[src/rtl/tlbs_pkg.sv]
// Shared types, codes and constant tables for the activity LED blink selector.
package tlbs_pkg;

  localparam int ROW_COUNT = 10;
  localparam logic [3:0] SOLID_ROW = 4'd10;
  localparam logic [7:0] SOLID_ON_TIME = 8'd11;
  localparam int MBIT_SHIFT = 17;

  localparam logic [15:0] RATE_MBPS [ROW_COUNT] = '{
    16'd300, 16'd200, 16'd100, 16'd70, 16'd50, 16'd20, 16'd10, 16'd5, 16'd1, 16'd0
  };
  localparam logic [7:0] ROW_TIME [ROW_COUNT] = '{
    8'd25, 8'd40, 8'd55, 8'd65, 8'd75, 8'd85, 8'd95, 8'd110, 8'd130, 8'd167
  };

  localparam int PADDR_W = 4;
  localparam logic [1:0] REG_BLINK_MODE = 2'd0;
  localparam logic [1:0] REG_TIME_COMP = 2'd1;
  localparam logic [1:0] REG_UPDATE_INTERVAL = 2'd2;

  typedef enum logic [1:0] {
    ACT_TICK     = 2'd0,
    ACT_ASSOC    = 2'd1,
    ACT_DISASSOC = 2'd2,
    ACT_INIT     = 2'd3
  } action_t;

  typedef struct packed {
    action_t     action;
    logic [31:0] now_time;
    logic [63:0] traffic_bytes;
    logic        exit_pending;
    logic        rf_killed;
  } in_item_t;

  typedef struct packed {
    logic [3:0] pattern_index;
    logic [7:0] on_time;
    logic [7:0] dark_time;
  } out_item_t;

  typedef struct packed {
    logic        blink_mode;
    logic [15:0] time_compensation;
    logic [15:0] update_interval;
  } cfg_t;

  typedef struct packed {
    logic      emit;
    out_item_t item;
  } eval_t;

endpackage

[src/rtl/tlbs_cfg.sv]
// APB-style configuration register file.
module tlbs_cfg
  import tlbs_pkg::*;
(
  input  logic               clk,
  input  logic               rst_n,
  input  logic               psel,
  input  logic               penable,
  input  logic               pwrite,
  input  logic [PADDR_W-1:0] paddr,
  input  logic [31:0]        pwdata,
  output logic [31:0]        prdata,
  output logic               pready,
  output cfg_t               cfg
);

  cfg_t       cfg_r;
  logic       wr_en;
  logic [1:0] reg_idx;

  assign pready  = 1'b1;
  assign wr_en   = psel && penable && pwrite;
  assign reg_idx = paddr[PADDR_W-1:2];
  assign cfg     = cfg_r;

  always_ff @(posedge clk) begin
    if (!rst_n) begin
      cfg_r.blink_mode        <= 1'b0;
      cfg_r.time_compensation <= 16'd64;
      cfg_r.update_interval   <= 16'd1000;
    end else if (wr_en) begin
      case (reg_idx)
        REG_BLINK_MODE:      cfg_r.blink_mode        <= pwdata[0];
        REG_TIME_COMP:       cfg_r.time_compensation <= pwdata[15:0];
        REG_UPDATE_INTERVAL: cfg_r.update_interval   <= pwdata[15:0];
        default: ;
      endcase
    end
  end

  always_comb begin
    case (reg_idx)
      REG_BLINK_MODE:      prdata = {31'd0, cfg_r.blink_mode};
      REG_TIME_COMP:       prdata = {16'd0, cfg_r.time_compensation};
      REG_UPDATE_INTERVAL: prdata = {16'd0, cfg_r.update_interval};
      default:             prdata = 32'd0;
    endcase
  end

endmodule

[src/rtl/tlbs_eval.sv]
// Event evaluation: blink state registers, throughput row select and time scaling.
module tlbs_eval
  import tlbs_pkg::*;
(
  input  logic     clk,
  input  logic     rst_n,
  input  logic     step,
  input  in_item_t item,
  input  cfg_t     cfg,
  output eval_t    ev
);

  logic [63:0] prev_traffic_r, prev_traffic_nxt;
  logic [3:0]  cur_index_r, cur_index_nxt;
  logic        allowed_r, allowed_nxt;
  logic [31:0] last_time_r, last_time_nxt;
  logic        armed_r, armed_nxt;

  logic [31:0] diff;
  logic [63:0] raw_delta;
  logic [63:0] delta;
  logic [3:0]  sel_idx;
  logic [3:0]  res_idx;
  logic        emit;
  logic [7:0]  base_on;
  logic [7:0]  base_off;
  logic [23:0] on_prod;
  logic [23:0] off_prod;

  assign diff      = item.now_time - (last_time_r + {16'd0, cfg.update_interval});
  assign raw_delta = item.traffic_bytes - prev_traffic_r;
  assign delta     = raw_delta[63] ? (64'd0 - raw_delta) : raw_delta;

  always_comb begin
    sel_idx = SOLID_ROW;
    for (int i = ROW_COUNT - 1; i >= 0; i--) begin
      if (delta > (64'(RATE_MBPS[i]) << MBIT_SHIFT)) begin
        sel_idx = 4'(i);
      end
    end
  end

  always_comb begin
    prev_traffic_nxt = prev_traffic_r;
    cur_index_nxt    = cur_index_r;
    allowed_nxt      = allowed_r;
    last_time_nxt    = last_time_r;
    armed_nxt        = armed_r;
    emit             = 1'b0;
    res_idx          = SOLID_ROW;
    case (item.action)
      ACT_ASSOC: begin
        if (!cfg.blink_mode) begin
          allowed_nxt = 1'b1;
        end
        last_time_nxt = item.now_time;
        armed_nxt     = 1'b1;
      end
      ACT_DISASSOC: begin
        allowed_nxt = 1'b0;
      end
      ACT_INIT: begin
        cur_index_nxt = 4'd0;
        last_time_nxt = 32'd0;
        armed_nxt     = 1'b0;
        allowed_nxt   = 1'b0;
      end
      default: begin
        if (item.exit_pending || item.rf_killed) begin
          last_time_nxt = 32'd0;
          armed_nxt     = 1'b0;
        end else if (!allowed_r) begin
          last_time_nxt = 32'd0;
          armed_nxt     = 1'b0;
          if (cur_index_r != SOLID_ROW) begin
            cur_index_nxt = SOLID_ROW;
            emit          = 1'b1;
          end
        end else if (armed_r && diff != 32'd0 && !diff[31]) begin
          prev_traffic_nxt = item.traffic_bytes;
          res_idx          = sel_idx;
          emit             = (sel_idx != cur_index_r);
          last_time_nxt    = item.now_time;
          armed_nxt        = 1'b1;
          cur_index_nxt    = sel_idx;
        end
      end
    endcase
  end

  always_ff @(posedge clk) begin
    if (!rst_n) begin
      prev_traffic_r <= 64'd0;
      cur_index_r    <= 4'd0;
      allowed_r      <= 1'b0;
      last_time_r    <= 32'd0;
      armed_r        <= 1'b0;
    end else if (step) begin
      prev_traffic_r <= prev_traffic_nxt;
      cur_index_r    <= cur_index_nxt;
      allowed_r      <= allowed_nxt;
      last_time_r    <= last_time_nxt;
      armed_r        <= armed_nxt;
    end
  end

  always_comb begin
    if (res_idx < 4'(ROW_COUNT)) begin
      base_on  = ROW_TIME[res_idx];
      base_off = ROW_TIME[res_idx];
    end else begin
      base_on  = SOLID_ON_TIME;
      base_off = 8'd0;
    end
  end

  assign on_prod  = {16'd0, base_on} * {8'd0, cfg.time_compensation};
  assign off_prod = {16'd0, base_off} * {8'd0, cfg.time_compensation};

  always_comb begin
    ev.emit               = emit;
    ev.item.pattern_index = res_idx;
    if (cfg.time_compensation == 16'd0) begin
      ev.item.on_time   = base_on;
      ev.item.dark_time = base_off;
    end else begin
      ev.item.on_time   = on_prod[13:6];
      ev.item.dark_time = off_prod[13:6];
    end
  end

endmodule

[src/rtl/throughput_led_blink_selector.sv]
// Top level of the activity LED blink selector: input register, evaluation, result register.
//
// One event transaction is taken per clock cycle while the input register can advance. An
// accepted event sits in the input register while the evaluation logic updates the blink
// state and, when the chosen pattern changes, loads the result register; a command thus
// passes from the input register through the result register to the output. The event
// only waits when it produces a command and out_ready low still holds the result register,
// so the rate is one event per cycle otherwise. Configuration is to be written by the user
// through the APB-style port only while no event is in flight; the block does not enforce it.
module throughput_led_blink_selector
  import tlbs_pkg::*;
(
  input  logic               clk,
  input  logic               rst_n,
  input  logic               in_valid,
  output logic               in_ready,
  input  in_item_t           in_data,
  output logic               out_valid,
  input  logic               out_ready,
  output out_item_t          out_data,
  input  logic               psel,
  input  logic               penable,
  input  logic               pwrite,
  input  logic [PADDR_W-1:0] paddr,
  input  logic [31:0]        pwdata,
  output logic [31:0]        prdata,
  output logic               pready
);

  cfg_t      cfg;
  eval_t     ev;
  logic      s1_valid_r, s1_valid_nxt;
  in_item_t  s1_item_r;
  logic      out_valid_r, out_valid_nxt;
  out_item_t out_item_r;
  logic      s1_advance;
  logic      in_fire;

  tlbs_cfg u_cfg (
    .clk     (clk),
    .rst_n   (rst_n),
    .psel    (psel),
    .penable (penable),
    .pwrite  (pwrite),
    .paddr   (paddr),
    .pwdata  (pwdata),
    .prdata  (prdata),
    .pready  (pready),
    .cfg     (cfg)
  );

  tlbs_eval u_eval (
    .clk   (clk),
    .rst_n (rst_n),
    .step  (s1_advance),
    .item  (s1_item_r),
    .cfg   (cfg),
    .ev    (ev)
  );

  assign s1_advance = s1_valid_r && (!ev.emit || !out_valid_r || out_ready);
  assign in_ready   = !s1_valid_r || s1_advance;
  assign in_fire    = in_valid && in_ready;

  always_comb begin
    s1_valid_nxt = s1_valid_r;
    if (in_fire) begin
      s1_valid_nxt = 1'b1;
    end else if (s1_advance) begin
      s1_valid_nxt = 1'b0;
    end
  end

  always_comb begin
    out_valid_nxt = out_valid_r;
    if (s1_advance && ev.emit) begin
      out_valid_nxt = 1'b1;
    end else if (out_ready) begin
      out_valid_nxt = 1'b0;
    end
  end

  always_ff @(posedge clk) begin
    if (!rst_n) begin
      s1_valid_r  <= 1'b0;
      out_valid_r <= 1'b0;
    end else begin
      s1_valid_r  <= s1_valid_nxt;
      out_valid_r <= out_valid_nxt;
    end
  end

  always_ff @(posedge clk) begin
    if (in_fire) begin
      s1_item_r <= in_data;
    end
    if (s1_advance && ev.emit) begin
      out_item_r <= ev.item;
    end
  end

  assign out_valid = out_valid_r;
  assign out_data  = out_item_r;

endmodule

[config.mk]
export PLATFORM = sky130hd
export DESIGN_NAME = throughput_led_blink_selector
export DESIGN_NICKNAME = d
export VERILOG_FILES = /design/src/rtl/tlbs_pkg.sv /design/src/rtl/tlbs_cfg.sv /design/src/rtl/tlbs_eval.sv /design/src/rtl/throughput_led_blink_selector.sv
export SDC_FILE = /design/constraint.sdc
export NUM_CORES = 1
export LEC_CHECK = 0
export ABC_AREA = 1
export BUFFER_PORTS_ARGS = -buffer_cell sky130_fd_sc_hd__buf_2
export CELL_PAD_IN_SITES_DETAIL_PLACEMENT = 1
export CELL_PAD_IN_SITES_GLOBAL_PLACEMENT = 1
export CORE_MARGIN = 4
export CORE_UTILIZATION = 44
export CTS_CLUSTER_DIAMETER = 80
export DETAILED_ROUTE_END_ITERATION = 6
export GPL_TIMING_DRIVEN = 1
export HOLD_SLACK_MARGIN = 0.15
export MAX_ROUTING_LAYER = met4
export PLACE_DENSITY_LB_ADDON = 0.08
export RECOVER_POWER = 50
export SLEW_MARGIN = 5
export SYNTH_ARGS = -nofsm -noshare
export SYNTH_HDL_FRONTEND = slang
export SYNTH_SLANG_ARGS = --single-unit
[constraint.sdc]
create_clock -name clk -period 11.9 [get_ports clk]
set_clock_uncertainty 0.05 [all_clocks]
set_input_delay 2.38 -clock clk [delete_from_list [all_inputs] [get_ports clk]]
set_output_delay 2.38 -clock clk [all_outputs]
set_load 0.02 [all_outputs]
## Word-level counts from Yosys, hierarchy flattened

Memory sizes are Yosys's and may differ from the RTL's.
Cells that the tools add are included.

- Add/subtract/negate cells: 4
- Multipliers: 2
- Magnitude comparators: 12
- Equal/unequal tests: 11
- Multiplexer cells: 45
- Bitwise operators: 5
- Reduce and logical (&&, ||, !) cells: 32

Operator list:

| kind | number |
|---|---|
| 64-bit by 24-bit greater-than comparator with 1-bit output, second input constant | 2 |
| 32-bit two-way mux | 3 |
| 32-bit one-hot mux with 3 select lines | 1 |
| 64-bit by 1-bit greater-than comparator with 1-bit output, second input constant | 1 |
| 64-bit by 18-bit greater-than comparator with 1-bit output, second input constant | 1 |
| 64-bit by 20-bit greater-than comparator with 1-bit output, second input constant | 1 |
| 64-bit by 21-bit greater-than comparator with 1-bit output, second input constant | 1 |
| 64-bit by 22-bit greater-than comparator with 1-bit output, second input constant | 1 |
| 64-bit by 23-bit greater-than comparator with 1-bit output, second input constant | 1 |
| 64-bit by 25-bit greater-than comparator with 1-bit output, second input constant | 1 |
| 64-bit by 26-bit greater-than comparator with 1-bit output, second input constant | 1 |
| 4-bit two-way mux | 16 |
| 64-bit two-way mux | 1 |
| 1-bit by 64-bit subtractor with 64-bit output, first input constant | 1 |
| 64-bit subtractor | 1 |
| 16-bit one-hot mux with 3 select lines | 1 |
| 32-bit by 16-bit adder with 32-bit output | 1 |
| 8-bit by 16-bit multiplier with 14-bit output | 2 |
| 8-bit two-way mux | 4 |
| 32-bit nonzero test | 1 |
| 32-bit subtractor | 1 |
| 16-bit logical NOT | 1 |
| 16-bit two-way mux | 1 |
| 1-bit two-way mux | 13 |
| other kinds (26) | 53 |

- Bits in registers: 257
- Memory bits (read-only): 128
- Bits of input ports: 143
- Output and inout port bits: 55
- Memories: 1

Memory list:

| name | words | bits a word | read ports | clocked after Yosys merged registers in | write ports | line | RTL |
|---|---|---|---|---|---|---|---|
| (name not given) | 16 | 8 | 1 | 0 | 0 | tlbs_eval.sv:109 | `base_on = ROW_TIME[res_idx];` |

## Depth between registers and ports, before layout

Gate-level depths: netlist (run 1).

- Depth in word-level cells: 26
- Gate-level depth with buffers: 65

## Cells and area by module

A second synthesis (run 1) with hierarchy kept.

- Cells, all modules: 4333
- Area, all modules: 27481.4 um^2

Modules (own cells, without submodules):

| module | instances | cells an instance | area an instance (um^2) |
|---|---|---|---|
| tlbs_eval | 1 | 3927 | 22047.4 |
| throughput_led_blink_selector | 1 | 138 | 3722.3 |
| tlbs_cfg | 1 | 268 | 1711.6 |

## Least setup slack after synthesis (run 1)

No wires, ideal clock.

- Kind: register to register
- From: register s1_item_r[66] in the netlist's numbering
- To: register out_item_r, in the netlist out_data[7] (data pin)
- Setup time: 0.254 ns
- Data arrival time: 8.701 ns
- Slack: 2.895 ns
- Cell stages (with the launch flop): 48
- Path buffers: 1
- Clock period less this slack: 9.005 ns
- Cells stage by stage: edfxtp_1 fa_1 inv_1 ha_1 or2_2 fa_1 nand3_1 nand3_1 nand2_1 nand2_1 nand2_1 nand2_1 a21oi_1 o21bai_1 a21boi_0 o21ai_0 xor2_1 nor4_1 [... 12 more ...] inv_1 nand2_1 fa_1 inv_1 fa_1 fa_1 inv_1 fa_1 inv_1 ha_1 nand2_1 inv_1 a221oi_1 o21ai_0 a21oi_1 nand3_1 nand3_1 nand2_1

RTL lines:

| what | line | RTL |
|---|---|---|
| start, declared | throughput_led_blink_selector.sv:33 | `in_item_t s1_item_r;` |
| start signal, assigned | throughput_led_blink_selector.sv:95 | `s1_item_r <= in_data;` |
| end signal, assigned | throughput_led_blink_selector.sv:98 | `out_item_r <= ev.item;` |
| end, declared | throughput_led_blink_selector.sv:35 | `out_item_t out_item_r;` |

==> out/metrics.sh, run 1 <==
SYNTH-EDFF-COUNT=120
NUMCTSBUFFERS=30
SETUP.WORST_PATH.START_CLASS='flop'
LAYOUT_NET_COUNT=4828
DRCVIOLATIONCOUNT=0
CTS.CLK_SLEW.WORST_PATHS_NS=0.06
ROUTEDWLPERCELL_UM=17.37
ROWS=90
YOSYS_WARNINGS=0
ENDPOINT_CLASS_OF_THE_CRITICAL_PATH='flop'
PLACEABLECOREAREA_MM2=0.06058
SYNTH_TO_FINAL_AREA_CHANGE_PCT=8.588
NETLIST-CELL-TYPE-COUNT=64
GLOBALROUTETOTALUTIL_PCT=27.99
DR_TOTAL_VIAS=27590
ANTENNA_FOUND_INITIAL=0
CTS_MAX_PATH_BUFFERS=3
CRIT_PATH_TOP_DELAY_CELL='sky130_fd_sc_hd__fa_1'
SYNTH.FF_LATCH_COUNT=257
FP.DIEAREA_MM2=0.06535
SYNTH.CELL_AREA_MM2=0.02698
PLACED_CELLS=5174
INSERTEDDIODECOUNT=0
SHARE_OF_SYNTHESIZED_FLIP_FLOPS_WITH_AN_ASYNCHRONOUS_SET_OR_RESET_PCT=0
CTS_NUM_SINKS=257
SYNTH_AREA_LEADER_CELL='sky130_fd_sc_hd__nand2_1'
YS_SEQ_AREA_SHARE_PCT=23.52
FIRST_DRT_PASS_ITERATION_COUNT=5
CTS_TREE='yes'
CTS_ROOT_CELL='sky130_fd_sc_hd__clkbuf_16'
PORT_BUFFERS=162
SLEW_HEADROOM_PCT=-11.89
SYNTH_TOP_FLOP_CELL='sky130_fd_sc_hd__dfxtp_1'
SYNTH_AREA_PER_CELL_UM2=6.282
PIN_COUNT_OF_THE_BIGGEST_NET_ENTERING_GLOBAL_ROUTING=86
DRIVE_ABOVE_1_SHARE_PCT=6.700
CRIT_REQUIRED_NS=12.21
SYNTH_TOP_AREA_SHARE_PCT=19.25
CLK_LATENCY_NS=0.61
REPORT.FINAL.HOLD_VIOL_COUNT=0
GPL.FINAL_WEIGHTED_CONGESTION=0.9580
CLASSIFICATION_OF_THE_WORST_SLACK_HOLD_PATH='flop to flop'
TIMING.CRITICAL_PATH.SLOWEST_CELL_DELAY_NS=0.54
VDD.IR_DROP.WORST_uV=173.0
FILLCELLCOUNT=8443
FINAL_CELLS=5230
GRT_OVERFLOW=0
DRT_ITER0_MARKERS=1498
REGISTER_AREA_MM2=0.006346
INITIAL_CORE_UTIL_PCT=44.54
IO_PINS=198
CP_MAX_FO=11
CP.ARRIVAL_NS=11.39
POST-ROUTE-MIN-PERIOD_NS=11.09
SYNTH.TOP_CELLS.BY_AREA='sky130_fd_sc_hd__nand2_1, sky130_fd_sc_hd__edfxtp_1, sky130_fd_sc_hd__inv_1'
POWER_DENSITY_mW_PER_MM2=98.52
H-TREE-DEPTH=1
MAXCAPVIOLCOUNT=1
GRT_PASS1_VIAS=27970
HPWL_UM=74720
ROUTED_VIA_DENSITY=5.276
SYNTH_CELLS=4295
DIEWIDTH_UM=255.6
FIN_TNS_SETUP_NS=0
FIRST_PASS_GRT_WIRE_LENGTH_UM=147200
MAX_FREQ_MHz=90.18
FAILED_CHECKS='max-capacitance violations, max-slew violations'
CPMOSTUSEDCELL='sky130_fd_sc_hd__nand2_1'
WIRELENGTH_UM=90840
GRT_SETUP_UNREPAIRED='false'
TIMING.FINAL.SETUP_VIOLATIONS=0
PERIOD_SHARE_PCT=93.18
FINALMAXSLEWVIOLATIONS=29
ROUTE.ANTENNA.REMAINING_NETS=0
TOTAL_LEAKAGE_POWER_nW=14.28
DIE_H_UM=255.6
MULTI_INPUT_COMB_AREA_MM2=0.01718
TIGHTESTPINTRANSITION_NS=1.669
TIMING.SETUP.CRITICAL_PATH_CLASS='flop to flop'
OUTCOME='complete, but fails checks'
## state kept, by name, indices dropped and copies added, names as in the netlist
| name | cells |
|---|---|
| s1_item_r | 100 |
| out_data | 20 |
| out_valid | 1 |
| s1_valid_r | 1 |
| u_eval.cur_index_r | 4 |
| u_eval.last_time_r | 32 |
| u_eval.armed_r | 1 |
| u_eval.allowed_r | 1 |
| u_eval.prev_traffic_r | 64 |
| u_cfg.cfg | 33 |
## final timing paths
kind	cells past startpoint	from	slack, ns	to
max	55	s1_item_r[2]	0.81	out_data[15]
min	2	u_eval.prev_traffic_r[48]	0.41	u_eval.prev_traffic_r[48]
max reg2reg	55	s1_item_r[2]	0.81	out_data[15]
min reg2reg	2	u_eval.prev_traffic_r[48]	0.41	u_eval.prev_traffic_r[48]
## critical path: cells and delay by family, from the launching register on
kind,cells,cell delay [ns]
and+or+nand+nor,34,5.34
adders and majority gates,8,3.22
buffers and inverters,9,0.94
AOI/OAI and AO/OA,4,0.91
DFF,1,0.34
## cells by family (layout without fill, tap and decap cells)
kind of cell | after synthesis | in the layout | share of synthesized area, %
AND/OR/NAND/NOR | 2436 | 2436 | 38.52
buffers and inverters | 886 | 1024 | 12.98
AO/OA/AOI/OAI | 408 | 408 | 8.389
adder cells (fa/ha/maj) | 261 | 261 | 15.02
flip-flops | 257 | 257 | 23.52
XOR/XNOR | 45 | 45 | 1.544
other | 2 | 17 | 0.02783
## power breakdown
group	total [mW]	switching, mW	internal [mW]
Combinational	0.985	0.681	0.303
Sequential	0.997	0.0281	0.969
Clock	0.905	0.397	0.507
## metrics by stage
| step | power, mW | setup WS (ns) | cell area [µm²] | hold WS [ns] | utilization, % |
|---|---|---|---|---|---|
| finish | 2.887 | 0.8116 | 29300 | 0.4147 | 48.36 |
| global route | 3.096 | 0.09244 | 29300 | 0.4260 | 48.36 |
| CTS | 2.913 | 0.8245 | 29390 | 0.4173 | 48.52 |
| detailed placement | 1.993 | 0.8786 | 28430 | 0.4079 | 46.92 |
| global placement | 1.970 | 1.104 | 28430 | 0.4023 | 46.92 |
| floorplan | 1.719 | 2.895 | 27040 | 0.3935 | - |
## layout make-up
cell class / instances / share of cell area [%]
multi-input combinational: 3167 / 58.62
sequential: 257 / 21.66
inverter: 792 / 10.17
tap: 782 / 3.339
clock buffer: 47 / 2.985
timing repair buffer: 176 / 2.912
clock inverter: 9 / 0.3075
## placed cells by master, fill, tap and decap left out, types with 17 or more instances in the layout
cell type,n
sky130_fd_sc_hd__inv_1,769
sky130_fd_sc_hd__fa_1,105
sky130_fd_sc_hd__nand3_1,392
sky130_fd_sc_hd__xor2_1,29
sky130_fd_sc_hd__nor2_2,23
sky130_fd_sc_hd__nor2_1,409
sky130_fd_sc_hd__conb_1,17
sky130_fd_sc_hd__a21oi_1,221
sky130_fd_sc_hd__dfxtp_1,137
sky130_fd_sc_hd__edfxtp_1,120
sky130_fd_sc_hd__clkbuf_1,57
sky130_fd_sc_hd__o22ai_1,18
sky130_fd_sc_hd__nand3b_1,24
sky130_fd_sc_hd__nand4_1,72
sky130_fd_sc_hd__ha_1,156
sky130_fd_sc_hd__buf_2,118
sky130_fd_sc_hd__nor3_1,41
sky130_fd_sc_hd__o21ai_0,98
sky130_fd_sc_hd__clkbuf_16,30
sky130_fd_sc_hd__nand2_1,1386
sky130_fd_sc_hd__nand2_2,34
## per-layer routing
metal	vias to the layer above	routed length [µm]	global-route usage [%]
met3	101	4515	2.988
met1	13200	43120	38.44
met2	555	41480	45.61
met4	0	1736	4.876
li1	13740	-	-
met5	-	0	-
## timing repair
action / in CTS / in global routing
buffers inserted: 0 / 0
hold buffers: 0 / 0
resized for setup: 0 / 2
endpoints found under the setup margin: 0 / 2
## Yosys cell counts (15+ instances only)
cell type	instances
sky130_fd_sc_hd__fa_1	105
sky130_fd_sc_hd__nor2_2	23
sky130_fd_sc_hd__o22ai_1	18
sky130_fd_sc_hd__nand3_1	391
sky130_fd_sc_hd__dfxtp_1	137
sky130_fd_sc_hd__a21oi_1	220
sky130_fd_sc_hd__inv_2	15
sky130_fd_sc_hd__nand2_2	36
sky130_fd_sc_hd__inv_1	772
sky130_fd_sc_hd__edfxtp_1	120
sky130_fd_sc_hd__nand2_1	1384
sky130_fd_sc_hd__nor3_1	41
sky130_fd_sc_hd__nand3b_1	24
sky130_fd_sc_hd__clkbuf_1	41
sky130_fd_sc_hd__buf_4	26
sky130_fd_sc_hd__nand4_1	72
sky130_fd_sc_hd__o21ai_0	97
sky130_fd_sc_hd__ha_1	156
sky130_fd_sc_hd__xor2_1	29
sky130_fd_sc_hd__nor2_1	409
sky130_fd_sc_hd__o21bai_1	15
No activity file was read; power rests on OpenSTA's default activity.
==> run 2, diff against run 1 <==
--- a/config.mk
+++ b/config.mk
@@ -12,5 +12,4 @@
 export CORE_MARGIN = 4
 export CORE_UTILIZATION = 44
-export CTS_CLUSTER_DIAMETER = 80
 export DETAILED_ROUTE_END_ITERATION = 6
 export GPL_TIMING_DRIVEN = 1
==> constraint.sdc (replaced) <==
create_clock -name clk -period 11.9 [get_ports clk]
set_clock_uncertainty 0.05 [all_clocks]
set_input_delay 0.595 -clock clk [delete_from_list [all_inputs] [get_ports clk]]
set_output_delay 0.595 -clock clk [all_outputs]
set_load 0.02 [all_outputs]
==> run 2 against run 1 <==
The flow still finishes with violations (max-capacitance violations, max-slew violations). Critical path depth shrank 2. Die area is the same. Setup slack gained 0.10 ns. Worst hold slack lost 0.22 ns.
==> out/metrics.sh, run 2 (same netlist as run 1, synthesis figures left out) <==
OUTCOME='complete, but fails checks'
FAILED_CHECKS='max-capacitance violations, max-slew violations'
SLEW_HEADROOM_PCT=-50.38
PATH_BUF_INV=9
CPMOSTUSEDCELL='sky130_fd_sc_hd__nand2_1'
POWER_DENSITY_mW_PER_MM2=97.50
HOLD-PATH-ENDPOINT='u_cfg.cfg[6]'
FP.DIEAREA_MM2=0.06535
CTS.CLK_SLEW.WORST_PATHS_NS=0.06
FINAL_COMMON_CELL='sky130_fd_sc_hd__nand2_1'
CTS_ROOT_CELL='sky130_fd_sc_hd__clkbuf_16'
CP_MAX_FO=7
RR_ENDPOINT='out_data[7]'
CRITICAL_PATH.REG2REG.STARTPOINT='s1_item_r[2]'
INITIAL_CORE_UTIL_PCT=44.54
WORSTHOLDSTART='pwdata[6]'
DIE_H_UM=255.6
REG2REG_SETUP_SLACK_NS=0.91
GLOBALROUTETOTALUTIL_PCT=29.75
CRIT_REQUIRED_NS=12.20
HOLDWS_NS=0.1915
TIGHTESTPINTRANSITION_NS=2.243
CTS_MAX_PATH_BUFFERS=3
TOTAL_LEAKAGE_POWER_nW=14.70
GPL.FINAL_WEIGHTED_CONGESTION=0.9399
POST-ROUTE-UTIL_PCT=50.08
GRT_OVERFLOW=0
GRT_SETUP_UNREPAIRED='false'
ROWS=90
DRIVE_ABOVE_1_SHARE_PCT=6.442
MOSTFREQUENTLAYOUTCELLS='sky130_fd_sc_hd__nand2_1, sky130_fd_sc_hd__inv_1, sky130_fd_sc_hd__nor2_1'
GRT_PASS1_VIAS=29070
ENDPOINT_CLASS_OF_THE_CRITICAL_PATH='flop'
PORT_BUFFERS=162
CP.ARRIVAL_NS=11.29
PERIOD_SHARE_PCT=92.32
WHS_PATH_DEPTH=3
TIMING.FINAL.SETUP_VIOLATIONS=0
CLASSIFICATION_OF_THE_WORST_SLACK_HOLD_PATH='input port to flop'
PLACEABLECOREAREA_MM2=0.06058
HPWL_UM=75900
MAX_FREQ_MHz=91.02
POST-ROUTE-MIN-PERIOD_NS=10.99
DR_TOTAL_VIAS=28280
DESIGN_AREA_MM2=0.03034
DRT_ITER0_MARKERS=1558
MAXCAPVIOLCOUNT=1
SETUP.WORST_PATH.START_CLASS='flop'
FIN_TNS_SETUP_NS=0
CTS_TREE='yes'
TIMING.CRITICAL_PATH.SLOWEST_CELL_DELAY_NS=0.55
ANTENNA_FOUND_INITIAL=0
FIRST_DRT_PASS_ITERATION_COUNT=5
FILLCELLCOUNT=8356
PIN_COUNT_OF_THE_BIGGEST_NET_ENTERING_GLOBAL_ROUTING=87
CRIT_PATH_TOP_DELAY_CELL='sky130_fd_sc_hd__fa_1'
WIRELENGTH_UM=96580
CRITPATHTOPFAMILY='simple AND/OR/NAND/NOR gates'
INSERTEDDIODECOUNT=0
TIMING.SETUP.CRITICAL_PATH_CLASS='flop to flop'
ROUTEDWLPERCELL_UM=18.12
FINALMAXSLEWVIOLATIONS=38
LARGEST_REG_FLOPS=100
SYNTH_TO_FINAL_AREA_CHANGE_PCT=12.46
VDD.IR_DROP.WORST_uV=127.6
CLK_LATENCY_NS=0.63
LAYOUT_NET_COUNT=4929
REPORT.FINAL.HOLD_VIOL_COUNT=0
H-TREE-DEPTH=1
DPL_CELL_AREA_MM2=0.02841
CTS_NUM_SINKS=257
DIEWIDTH_UM=255.6
NUMCTSBUFFERS=30
DRCVIOLATIONCOUNT=0
IO_PINS=198
NUMBER_OF_CELLS_TRAVERSED_BY_THE_WORST_REGISTER_TO_REGISTER_PATH=53
MAX_FLOP_REGISTER='s1_item_r'
ROUTE.ANTENNA.REMAINING_NETS=0
ROUTED_VIA_DENSITY=5.307
FIRST_PASS_GRT_WIRE_LENGTH_UM=155400
-- run 2: repair_timing --
item | in CTS | in global routing
setup endpoints to repair | 0 | 1
setup buffers | 0 | 0
hold buffers | 103 | 0
hold endpoints to repair | 103 | 0
gates resized for setup | 0 | 1
-- run 2: how the worst max path moves through the flow --
stage / from / to / slack [ns] / depth (start not counted)
after floorplan: s1_item_r[66] / out_data[7] / 2.89 / 47
after global placement: s1_item_r[66] / out_data[7] / 1.31 / 48
after detailed placement: s1_item_r[66] / out_data[7] / 1.01 / 46
after CTS: s1_item_r[66] / out_data[7] / 0.98 / 46
after global routing: s1_item_r[2] / out_data[7] / 0.07 / 53
final: s1_item_r[2] / out_data[7] / 0.91 / 53
-- run 2: layer usage --
metal	global-route usage, %	part of all wire, %
met2	49.78	47
met1	40.02	46
met5	-	0
met3	3.047	5.2
met4	4.784	1.7
-- run 2: power breakdown --
| part | internal (mW) | total (mW) | switching [mW] |
|---|---|---|---|
| registers | 0.969 | 0.998 | 0.0292 |
| clock network | 0.531 | 0.937 | 0.406 |
| logic | 0.325 | 1.02 | 0.698 |
-- run 2: per-stage QoR --
stage                     cells  setup slack (ns)  total power, mW
after CTS                  5330            0.9794            2.965
after detailed placement   5172             1.013            1.995
final                      5330            0.9139            2.959
after global placement     5172             1.306            1.972
after global routing       5330           0.06631            3.157
after floorplan            4310             2.895            1.719
-- run 2: worst register-to-register path: cells and delay by family, from the launching register on --
kind                       cells  cell delay (ns)
and+or+nand+nor               32             4.73
adders and majority gates      8             3.35
buffers and inverters          9             1.14
AOI/OAI and AO/OA              4             1.06
DFF                            1             0.36
-- run 2: cell type report --
type | instances | area [µm²] | share of cell area [%]
Clock buffer | 39 | 824.5 | 2.717
Clock inverter | 16 | 162.7 | 0.5361
Inverter | 792 | 2978 | 9.814
Multi-Input combinational cell | 3167 | 17190 | 56.64
Sequential cell | 257 | 6346 | 20.91
Tap cell | 782 | 978.4 | 3.225
Timing Repair Buffer | 277 | 1867 | 6.152
==> run 3, diff against run 2 <==
Settings changed: BUFFER_PORTS_ARGS -buffer_cell sky130_fd_sc_hd__buf_2 to not set, CORE_UTILIZATION 44 to 47, DONT_BUFFER_PORTS set to 1.
Clock period 11.9 ns to 12.4 ns, I/O delays scaled along.
==> run 3 against run 2 <==
The flow finishes with violations (max-capacitance violations). Via count fell by 0.81%. Combinational power fell by 4%. Critical path depth rose by 4. Die area fell by 6.2%. Flip-flop and latch count did not move. First-iteration DRC count rose by 21%. Utilization rose by 2.3 points. Worst hold slack got worse by 0.011 ns. Routed wire length rose by 1.2%. Final cell count fell by 3.3%. Non-clock buffer count fell by 149. Total power fell by 4.5%. Critical endpoint unchanged.
==> out/metrics.sh, run 3 (same netlist as run 1, synthesis figures left out) <==
OUTCOME='complete, but fails checks'
FAILED_CHECKS='max-capacitance violations'
DIE_H_UM=247.6
CTS_ROOT_CELL='sky130_fd_sc_hd__clkbuf_16'
PERIOD_SHARE_PCT=92.00
CP.ARRIVAL_NS=11.67
CP_MAX_FO=7
ROUTEDWLPERCELL_UM=18.96
CRIT_PATH_TOP_DELAY_CELL='sky130_fd_sc_hd__fa_1'
POST-ROUTE-MIN-PERIOD_NS=11.41
CLASSIFICATION_OF_THE_WORST_SLACK_HOLD_PATH='input port to flop'
POWER.SHARE.CLOCK_PCT=31.5
SWITCHING_SHARE_PCT=38.32
PIN_COUNT_OF_THE_BIGGEST_NET_ENTERING_GLOBAL_ROUTING=86
TIMING.SETUP.CRITICAL_PATH_CLASS='flop to flop'
CLK_LATENCY_NS=0.62
IO_PINS=198
CTS_NUM_SINKS=257
COMB_POWER_SHARE_PCT=34.5
ANTENNA_FOUND_INITIAL=4
CPMOSTUSEDCELL='sky130_fd_sc_hd__nand2_1'
DIEWIDTH_UM=247.6
SHARE_SEQ_OF_TOTAL_POWER_PCT=33.9
FINAL_COMMON_CELL='sky130_fd_sc_hd__nand2_1'
MULTI_INPUT_COMB_AREA_MM2=0.01717
TIMING.FINAL.SETUP_VIOLATIONS=0
POST_CTS_RESIZE_COUNT=0
ROUTE.ANTENNA.REMAINING_NETS=0
CTS_HOLD_REPAIR.BUFFERS=120
DRIVE_ABOVE_1_SHARE_PCT=3.844
TIGHTESTPINTRANSITION_NS=1.450
DRCVIOLATIONCOUNT=0
CTS_TREE='yes'
PORT_BUFFERS=0
FP.DIEAREA_MM2=0.06131
MOSTFREQUENTLAYOUTCELLS='sky130_fd_sc_hd__nand2_1, sky130_fd_sc_hd__inv_1, sky130_fd_sc_hd__nor2_1'
POST_CTS.REPAIR.SETUP_BUFFERS=0
CTS.CLK_SLEW.WORST_PATHS_NS=0.06
TOTAL_LEAKAGE_POWER_nW=14.24
FILLCELLCOUNT=7747
FIN_TNS_SETUP_NS=0
FIRST_PASS_GRT_WIRE_LENGTH_UM=153500
MAX_FREQ_MHz=87.66
POST-ROUTE-UTIL_PCT=52.41
LAYOUT_NET_COUNT=4778
LARGEST_REG_FLOPS=100
REPORT.FINAL.HOLD_VIOL_COUNT=0
ROWS=87
DR_TOTAL_VIAS=28060
ROUTED_VIA_DENSITY=5.442
VDD.IR_DROP.WORST_uV=116.5
DRT_ITER0_MARKERS=1888
REGISTER_AREA_MM2=0.006346
HPWL_UM=74480
POWER_DENSITY_mW_PER_MM2=95.22
H-TREE-DEPTH=1
GLOBALROUTETOTALUTIL_PCT=32.24
ENDPOINT_CLASS_OF_THE_CRITICAL_PATH='flop'
GPL.FINAL_WEIGHTED_CONGESTION=0.9791
FIRST_DRT_PASS_ITERATION_COUNT=5
CRIT_REQUIRED_NS=12.66
SLEW_HEADROOM_PCT=2.806
GRT_PASS1_VIAS=28560
TOTAL_SWITCHING_POWER_mW=1.082
MAX_FLOP_REGISTER='s1_item_r'
POST-PLACE-WS_NS=1.226
WIRELENGTH_UM=97760
SETUP.WORST_PATH.START_CLASS='flop'
GRT_OVERFLOW=0
FINALMAXSLEWVIOLATIONS=0
INITIAL_CORE_UTIL_PCT=47.67
INTERNAL_POWER_SUMMED_OVER_ALL_CELLS_mW=1.742
NUMCTSBUFFERS=28
CTS_MAX_PATH_BUFFERS=3
PLACEABLECOREAREA_MM2=0.05660
FINAL_CELLS=5155
POSTLAYOUTSETUPSLACKWORST_NS=0.9923
FINALPOWER_mW=2.825
PLACED_CELLS=4980
MAXCAPVIOLCOUNT=1
SYNTH_TO_FINAL_AREA_CHANGE_PCT=9.942
GRT_SETUP_UNREPAIRED='false'
TIMING.CRITICAL_PATH.SLOWEST_CELL_DELAY_NS=0.57
[run 3: cell types whose count changed in the layout (fill, tap and decap cells not counted), moves of 2 or more]
| cell | before | now |
|---|---|---|
| sky130_fd_sc_hd__buf_2 | 110 | 0 |
| sky130_fd_sc_hd__clkbuf_1 | 57 | 6 |
| sky130_fd_sc_hd__dlygate4sd3_1 | 103 | 120 |
| sky130_fd_sc_hd__buf_4 | 12 | 8 |
| sky130_fd_sc_hd__clkbuf_8 | 4 | 0 |
| sky130_fd_sc_hd__clkinv_1 | 8 | 11 |
| sky130_fd_sc_hd__diode_2 | 0 | 3 |
| sky130_fd_sc_hd__bufinv_16 | 2 | 4 |
| sky130_fd_sc_hd__clkinv_2 | 6 | 4 |
[run 3: worst paths after layout]
kind / end / start / depth (start not counted) / slack (ns)
setup / recovery: out_data[7] / s1_item_r[2] / 57 / 0.99
hold / removal: out_valid / out_ready / 3 / 0.18
setup reg to reg: out_data[7] / s1_item_r[2] / 57 / 0.99
hold reg to reg: u_eval.prev_traffic_r[5] / u_eval.prev_traffic_r[5] / 2 / 0.42
[run 3: per-stage QoR]
stage	hold slack, ns	instance area (µm²)
global placement	0.4028	27540
finish	0.1803	29660
detailed placement	0.4066	27540
global route	0.1843	29660
CTS	0.1507	29700
floorplan	0.3935	27040
[run 3: power by group through the flow]
| stage | registers, mW | logic [mW] | clock network (mW) |
|---|---|---|---|
| final | 0.959 | 0.975 | 0.891 |
| after global routing | 0.962 | 1.09 | 0.940 |
| after CTS | 0.957 | 0.950 | 0.903 |
| after detailed placement | 0.975 | 0.912 | 0 |
| after global placement | 0.974 | 0.889 | 0 |
| after floorplan | 0.965 | 0.685 | 0 |
[run 3: layout make-up]
cell class                      instances  area share, %
Multi-Input combinational cell       3167          57.89
Sequential cell                       257          21.39
Inverter                              792          10.04
Timing Repair Buffer                  128          4.252
Tap cell                              756          3.189
Clock buffer                           35          2.522
Clock inverter                         17         0.6959
Antenna cell                            3        0.02531
[run 3: routing by layer]
layer  GRT usage, %  vias to the layer above  share of wire [%]
met1          41.74                    13590                 45
met5              -                        -                  0
met2          53.48                      682                 47
li1               -                    13640                  -
met3          4.991                      146                5.5
met4          7.433                        0                2.5
[run 3: worst max-delay path: cells and delay by family (launching register included)]
family,cells,cell delay [ns]
adders and majority gates,8,3.47
buffers and inverters,10,1.31
DFF,1,0.34
AOI/OAI and AO/OA,3,0.74
and+or+nand+nor,36,5.21
